==> config.mk <==
export PLATFORM = sky130hd
export DESIGN_NAME = rhh_front
export DESIGN_NICKNAME = d
export VERILOG_FILES = /design/src/hw/rtl/rhh_pkg.sv /design/src/hw/rtl/rhh_front.sv
export SDC_FILE = /design/constraint.sdc
export NUM_CORES = 1
export LEC_CHECK = 0
export BUFFER_PORTS_ARGS = -buffer_cell sky130_fd_sc_hd__buf_4
export CORE_UTILIZATION = 45
export CTS_CLUSTER_DIAMETER = 200
export DETAILED_ROUTE_END_ITERATION = 6
export GPL_TIMING_DRIVEN = 1
export PLACE_DENSITY = 0.61
export SYNTH_ARGS = -nofsm -noshare
export SYNTH_HDL_FRONTEND = slang
export SYNTH_SLANG_ARGS = --single-unit
==> constraint.sdc <==
create_clock -name clk -period 5.5 [get_ports clk]
set_clock_uncertainty 0.2 [all_clocks]
set_input_delay 0.55 -clock clk [delete_from_list [all_inputs] [get_ports clk]]
set_output_delay 0.55 -clock clk [all_outputs]
set_load 0.03 [all_outputs]
==> src/hw/rtl/rhh_pkg.sv <==
// Shared types, widths and the divider step for the RGB to HSV/HSL converter.
package rhh_pkg;

    localparam int CH_W    = 16;
    localparam int DV_W    = CH_W + 3;
    localparam int OQ_DEPTH = 32;
    localparam int OQ_AW   = $clog2(OQ_DEPTH);
    localparam int MQ_DEPTH = 4;
    localparam int MQ_AW   = $clog2(MQ_DEPTH);

    localparam logic MODE_HSV = 1'b0;
    localparam logic MODE_HSL = 1'b1;

    typedef struct packed {
        logic [DV_W-1:0] hue_rem;
        logic [DV_W-1:0] hue_div;
        logic [DV_W-1:0] sat_rem;
        logic [CH_W-1:0] sat_lo;
        logic [DV_W-1:0] sat_div;
        logic [CH_W-1:0] third;
        logic [CH_W-1:0] alpha;
    } work_t;

    typedef struct packed {
        logic [CH_W-1:0] hue;
        logic [CH_W-1:0] sat;
        logic [CH_W-1:0] third;
        logic [CH_W-1:0] alpha;
    } result_t;

    typedef struct packed {
        logic            valid;
        logic [DV_W-1:0] hue_rem;
        logic [DV_W-1:0] hue_div;
        logic [CH_W-1:0] hue_q;
        logic [DV_W-1:0] sat_rem;
        logic [CH_W-1:0] sat_lo;
        logic [DV_W-1:0] sat_div;
        logic [CH_W-1:0] sat_q;
        logic [CH_W-1:0] third;
        logic [CH_W-1:0] alpha;
    } stage_t;

    // One restoring step: shift in a bit, subtract if it fits.
    function automatic logic [DV_W:0] div_step(logic [DV_W-1:0] rem, logic bit_in,
                                               logic [DV_W-1:0] dv);
        logic [DV_W:0] t;
        logic [DV_W:0] d;
        t = {rem, bit_in};
        d = {1'b0, dv};
        if (t >= d)
        begin
            t = t - d;
            return {1'b1, t[DV_W-1:0]};
        end
        return {1'b0, t[DV_W-1:0]};
    endfunction

endpackage

==> src/hw/rtl/rhh_front.sv <==
// Front end: max/min/span, sector numerators and divisors, and a short queue to the back end.
module rhh_front (
    input  logic                 clk,
    input  logic                 rst_n,
    input  logic                 mode,
    input  logic                 push,
    output logic                 full,
    input  logic [rhh_pkg::CH_W-1:0] red,
    input  logic [rhh_pkg::CH_W-1:0] green,
    input  logic [rhh_pkg::CH_W-1:0] blue,
    input  logic [rhh_pkg::CH_W-1:0] alpha,
    output logic                 q_valid,
    input  logic                 q_take,
    output rhh_pkg::work_t       q_item
);
    import rhh_pkg::*;

    localparam logic [CH_W:0] FULL_S = {1'b0, {CH_W{1'b1}}};

    logic [CH_W-1:0] mx;
    logic [CH_W-1:0] mn;
    logic [CH_W-1:0] span;
    logic [DV_W-1:0] span_w;
    logic [DV_W-1:0] num;
    logic [CH_W:0]   sum;
    logic [CH_W:0]   sdiv;
    logic [2*CH_W-1:0] prod;
    work_t           item;

    work_t           mem_reg [MQ_DEPTH];
    logic [MQ_AW-1:0] wp_reg, wp_next, rp_reg, rp_next;
    logic [MQ_AW:0]  cnt_reg, cnt_next;
    logic            do_push;

    always_comb
    begin
        mx = red;
        mn = red;
        if (green > mx) mx = green;
        if (blue > mx)  mx = blue;
        if (green < mn) mn = green;
        if (blue < mn)  mn = blue;
        span   = mx - mn;
        span_w = DV_W'(span);
        if (red == mx)
        begin
            if (green >= blue)
                num = DV_W'(green - blue);
            else
                num = DV_W'(6) * span_w - DV_W'(blue - green);
        end
        else if (green == mx)
            num = DV_W'(2) * span_w + DV_W'(blue) - DV_W'(red);
        else
            num = DV_W'(4) * span_w + DV_W'(red) - DV_W'(green);
        sum  = {1'b0, mx} + {1'b0, mn};
        prod = {span, {CH_W{1'b0}}} - (2*CH_W)'(span);

        item.hue_rem = num;
        item.hue_div = (span == '0) ? DV_W'(1) : DV_W'(6) * span_w;
        item.sat_rem = DV_W'(prod[2*CH_W-1:CH_W]);
        item.sat_lo  = prod[CH_W-1:0];
        item.alpha   = alpha;
        if (mode == MODE_HSV)
        begin
            sdiv       = {1'b0, mx};
            item.third = mx;
        end
        else
        begin
            sdiv       = (sum <= FULL_S) ? sum : ((FULL_S << 1) - sum);
            item.third = sum[CH_W:1];
        end
        item.sat_div = (span == '0) ? DV_W'(1) : DV_W'(sdiv);
    end

    assign full    = (cnt_reg == (MQ_AW+1)'(MQ_DEPTH));
    assign do_push = push && !full;
    assign q_valid = (cnt_reg != '0);
    assign q_item  = mem_reg[rp_reg];

    always_comb
    begin
        wp_next  = do_push ? wp_reg + 1'b1 : wp_reg;
        rp_next  = q_take ? rp_reg + 1'b1 : rp_reg;
        cnt_next = cnt_reg + (MQ_AW+1)'(do_push) - (MQ_AW+1)'(q_take);
    end

    always_ff @(posedge clk or negedge rst_n)
    begin
        if (!rst_n)
        begin
            wp_reg  <= '0;
            rp_reg  <= '0;
            cnt_reg <= '0;
        end
        else
        begin
            wp_reg  <= wp_next;
            rp_reg  <= rp_next;
            cnt_reg <= cnt_next;
        end
    end

    always_ff @(posedge clk)
    begin
        if (do_push)
            mem_reg[wp_reg] <= item;
    end

endmodule

# Yosys cells after proc, flatten, opt, wreduce, memory -nomap -nowiden
# Memory sizes are Yosys's and may differ from the RTL's.
# Index checks and enable logic that the tools add are counted.
# W data, S select, Z words.
dict set report classes {
  addsub 15
  mul 1
  n_lt_le_gt_ge 6
  eq_ne 3
  n_mux 14
  n_reduce_logical 4
}
# operator count
set op_table {}
lappend op_table {{$mux W16} 5}
lappend op_table {{$mux W19} 4}
lappend op_table {{$mux W17} 3}
lappend op_table {{$sub A16 B16 Y17} 2}
lappend op_table {{$eq A16 B16 Y1} 2}
lappend op_table {{$gt A16 B16 Y1} 2}
lappend op_table {{$lt A16 B16 Y1} 2}
lappend op_table {{$sub A32 B16 Y32} 1}
lappend op_table {{$add A18 B16 Y19} 1}
lappend op_table {{$sub A18 B16 Y19} 1}
lappend op_table {{$sub A19 B16 Y19} 1}
lappend op_table {{$sub A19 B19 Y19} 1}
lappend op_table {{$add A17 B16 Y18} 1}
lappend op_table {{$mul A2 B16 Y18 const A} 1}
lappend op_table {{$add A16 B16 Y17} 1}
lappend op_table {{$le A17 B16 Y1 const B} 1}
lappend op_table {{$sub A17 B17 Y17 const A} 1}
lappend op_table {{$ge A16 B16 Y1} 1}
lappend op_table {{$logic_not A16 Y1} 1}
lappend op_table {{$sub A16 B16 Y16} 1}
lappend op_table {{$add A2 B1 Y2 const B} 2}
lappend op_table {{$add A3 B1 Y3} 1}
lappend op_table {{$eq A3 B3 Y1 const B} 1}
lappend op_table {{$reduce_bool A3 Y1} 1}
lappend op_table {{other kinds (4)} 5}
dict set report totals {
  register_bits 7
  ramBits 476
  inputBits 69
  out_inout_bits 126
  elab_cells 47
  memories 1
}
# name depth width rd rd_clocked_by_memory_dff write_ports line
set memory_table {}
lappend memory_table {mem_reg 4 119 1 0 1 rhh_front.sv:30} ;# work_t mem_reg [MQ_DEPTH];

# Depth between registers and ports, before layout
dict set report logic_depth {
  depth_word 9
  mapped_depth 49
  depth_no_buf 46
}

# Worst setup path before layout
# OpenSTA, ideal clock, no wires.
dict set report synth_path {
  path_type {input -> register}
  start {input red[9] in the netlist's numbering}
  end {memory mem_reg[0][117] in the netlist's numbering, data pin}
  setup_time_ps 268
  t_arrival_ps 9908
  required_ps 5032
  path_slack_ps -4877
  path_stages 45
  path_buffers 6
  cell_sequence {inv_1 ha_1 a21o_1 a21o_1 a21oi_1 o211ai_1 a21oi_1 a41o_1 buf_2 buf_1 nor2_1 a21oi_1 ha_1 a21o_1 a21o_1 a21oi_1 o21ai_0 a2111oi_0 [... 9 more ...] o211ai_1 xor2_1 inv_1 ha_1 inv_1 a2111o_1 a31oi_1 nor2_1 xnor2_1 ha_1 o41ai_1 nor3b_1 mux2_4 o32ai_4 a2111oi_4 nor3_1 nor3_2 o22a_1}
}
# item line
set synth_rtl {}
lappend synth_rtl {{start, declared} rhh_front.sv:8} ;# input logic [rhh_pkg::CH_W-1:0] red,
lappend synth_rtl {{end, declared} rhh_front.sv:30}

==> metrics.txt <==
CP Capture Type=flop; CTS tree=done; routed wire length=91600 µm; antenna cells=0; most common cell after layout, fill and taps aside=buf_4; Post-synth top flop=edfxtp_1; num rows=92; total track usage=27.3%; synthesis-stage register bit count=483; antenna violations before repair=2; dpl cells=3722; largest net degree at the start of global routing=88; first-pass GRT wire length=132000 µm; filler cell count=4610; number of max-cap violations=0; Worst-Margin Slew=824 ps; Detail Route Antenna Nets=0; Critical Path Max Stage Delay=380 ps; register area=0.0145 mm²; Hold Path Class=input port to async pin; Fin. Hold Viols=0; gp weighted congestion=1.03; final-stage net count=3358; CP max stage cell=a221oi_4; multi-input gate area in the final layout=0.0163 mm²; outcome=complete, but fails checks; TritonCTS Buffers=50; Post-Layout Cell Count=3933; fin worst setup slack=-3080 ps; post-synth top area share=49.6%; CP endpoint=mem_reg[1][118]; initial DRC count=1366; crit start category=input port; Post-synth EDFFs=476; placed wire-length estimate=68000 µm; Critical Path AT=8720 ps; total negative slack=-727170 ps; Initial Util=45.6%; DR vias=21800; unrepaired setup endpoints after global routing=yes; # DRC=0; vias in the first global route=21700; Post-Syn Area per Cell=13.2 µm²; grt ovf=0; core area=0.0632 mm²; worst relative slew slack=45.0%; CP Max Fanout=4; Required @ worst endpoint=5640 ps; Buffers on Ports=189; DR WL/cell=23.3 µm; clock sink count=483; H-tree levels=2; fin crit period=8580 ps; CP Launch Point=red[9]; reg-to-reg endpoint=mem_reg[1][21]; Detailed Routing Iterations Pass 1=5; share of cells above drive strength 1=49.7%; path depth of the worst reg2reg path=4; worst skew pair latency=600 ps; Max Fclk=117 MHz; final setup vio count=392; Die ar.=0.0650 mm²; vias per inst=5.55; top post-synthesis cells by area=edfxtp_1 (50%), mux4_2 (9.3%), ha_1 (8.6%); r2r setup slk=2680 ps; violated checks=negative setup slack; Top cell by count, worst path=o21a_1; Clock Tree Root=clkbuf_16; post-synthesis cell count=2174; Final Max Tran Viols=0; max reg flops=476; Worst-path clk slew=60 ps; height of the die=255 µm; Die W=255 µm; most frequent cells in the layout=buf_4 (770), edfxtp_1 (476), ha_1 (139); area growth from synthesis to layout=44.6%; dominant cell type by area after synthesis=edfxtp_1; Netlist cell types=97; Worst Setup Path Type=input port to flop; Tcrit/Tclk final=156%; I/O Pins=195; Worst R2R Start=cnt_reg[2]; synth warn=0; fraction of registers with async set/reset=1.45%; Max clock buf depth=3; Seq/Total Area, Yosys=50.2%; Synth Cell Area=0.0288 mm²
per-stage QoR:
stage	hold slack (ps)	setup slack [ps]	area, µm²	util, %
6_report	122	-3080	41600	65.9
5_1_grt	110	-3370	41600	65.9
4_1_cts	51.8	-2930	39500	62.4
3_5_place_dp	170	-4200	36300	57.4
3_3_place_gp	168	-4020	36300	57.4
2_1_floorplan	54.4	-3570	29600	-
layout make-up:
| type | instances | area share (%) |
|---|---|---|
| Multi-Input combinational cell | 1464 | 39.1 |
| Clock inverter | 32 | 0.853 |
| Timing Repair Buffer | 909 | 18.2 |
| Inverter | 145 | 1.44 |
| Sequential cell | 483 | 34.8 |
| Tap cell | 846 | 2.54 |
| Clock buffer | 54 | 3.07 |
synth_stat cells, drive strengths merged, types with 26 or more instances:
cell and number:
edfxtp 476, ha 198, nor2 153, inv 143
a21oi 138, xnor2 125, mux4 119, nand2 69
o21ai 64, mux2i 52, a21o 44, clkbuf 44
buf 42, fa 38, xor2 33, nor3 32
a211oi 30, and2 30, mux2 26
metal layers:
metal | part of all wire, % | vias to the layer above | GRT usage, %
met5 | 0 | - | 0
met4 | 2.6 | 0 | 7.96
met3 | 3.8 | 110 | 2.39
met2 | 50 | 558 | 45.4
met1 | 44 | 11100 | 38.1
li1 | - | 10100 | -
cells by family after synthesis:
group	Yosys count	share of synthesized area, %
XOR/XNOR	161	5.09
other	1	0.0130
multiplexers	197	12.1
AO/OA/AOI/OAI	453	11.1
flip-flops	483	50.2
buffers and inverters	231	3.22
adder cells (fa/ha/maj)	236	11.2
AND/OR/NAND/NOR	412	6.98
critical path, delay by kind of cell:
| kind | cells | cell delay, ps |
|---|---|---|
| AOI/OAI and AO/OA | 21 | 3670 |
| buffers and inverters | 10 | 1220 |
| xor gates and xnor gates | 1 | 80 |
| adders and majority gates | 5 | 1120 |
| and+or+nand+nor | 11 | 1700 |
| muxes | 1 | 360 |
worst min-delay path by stage:
stage	from	endpoint	slack, ps	cells past startpoint
3_5_place_dp	rst_n	cnt_reg[0]	170	1
3_3_place_gp	rst_n	cnt_reg[0]	170	1
5_1_grt	rst_n	rp_reg[0]	110	2
4_1_cts	rst_n	rp_reg[0]	50	2
6_report	rst_n	rp_reg[0]	120	2
2_1_floorplan	rst_n	cnt_reg[0]	50	0
what timing repair did:
| item | in CTS | in global routing |
|---|---|---|
| gates resized for setup | 208 | 324 |
| endpoints found under the hold margin | 72 | 0 |
| cloned | 2 | 2 |
| endpoints found under the setup margin | 404 | 408 |
| buffers inserted | 52 | 85 |
| hold buffers | 18 | 0 |
| pin swaps | 117 | 150 |
Power is left out: the tool's default activity adds up to more than one toggle a clock period on the data nets, which glitch-free logic cannot reach.
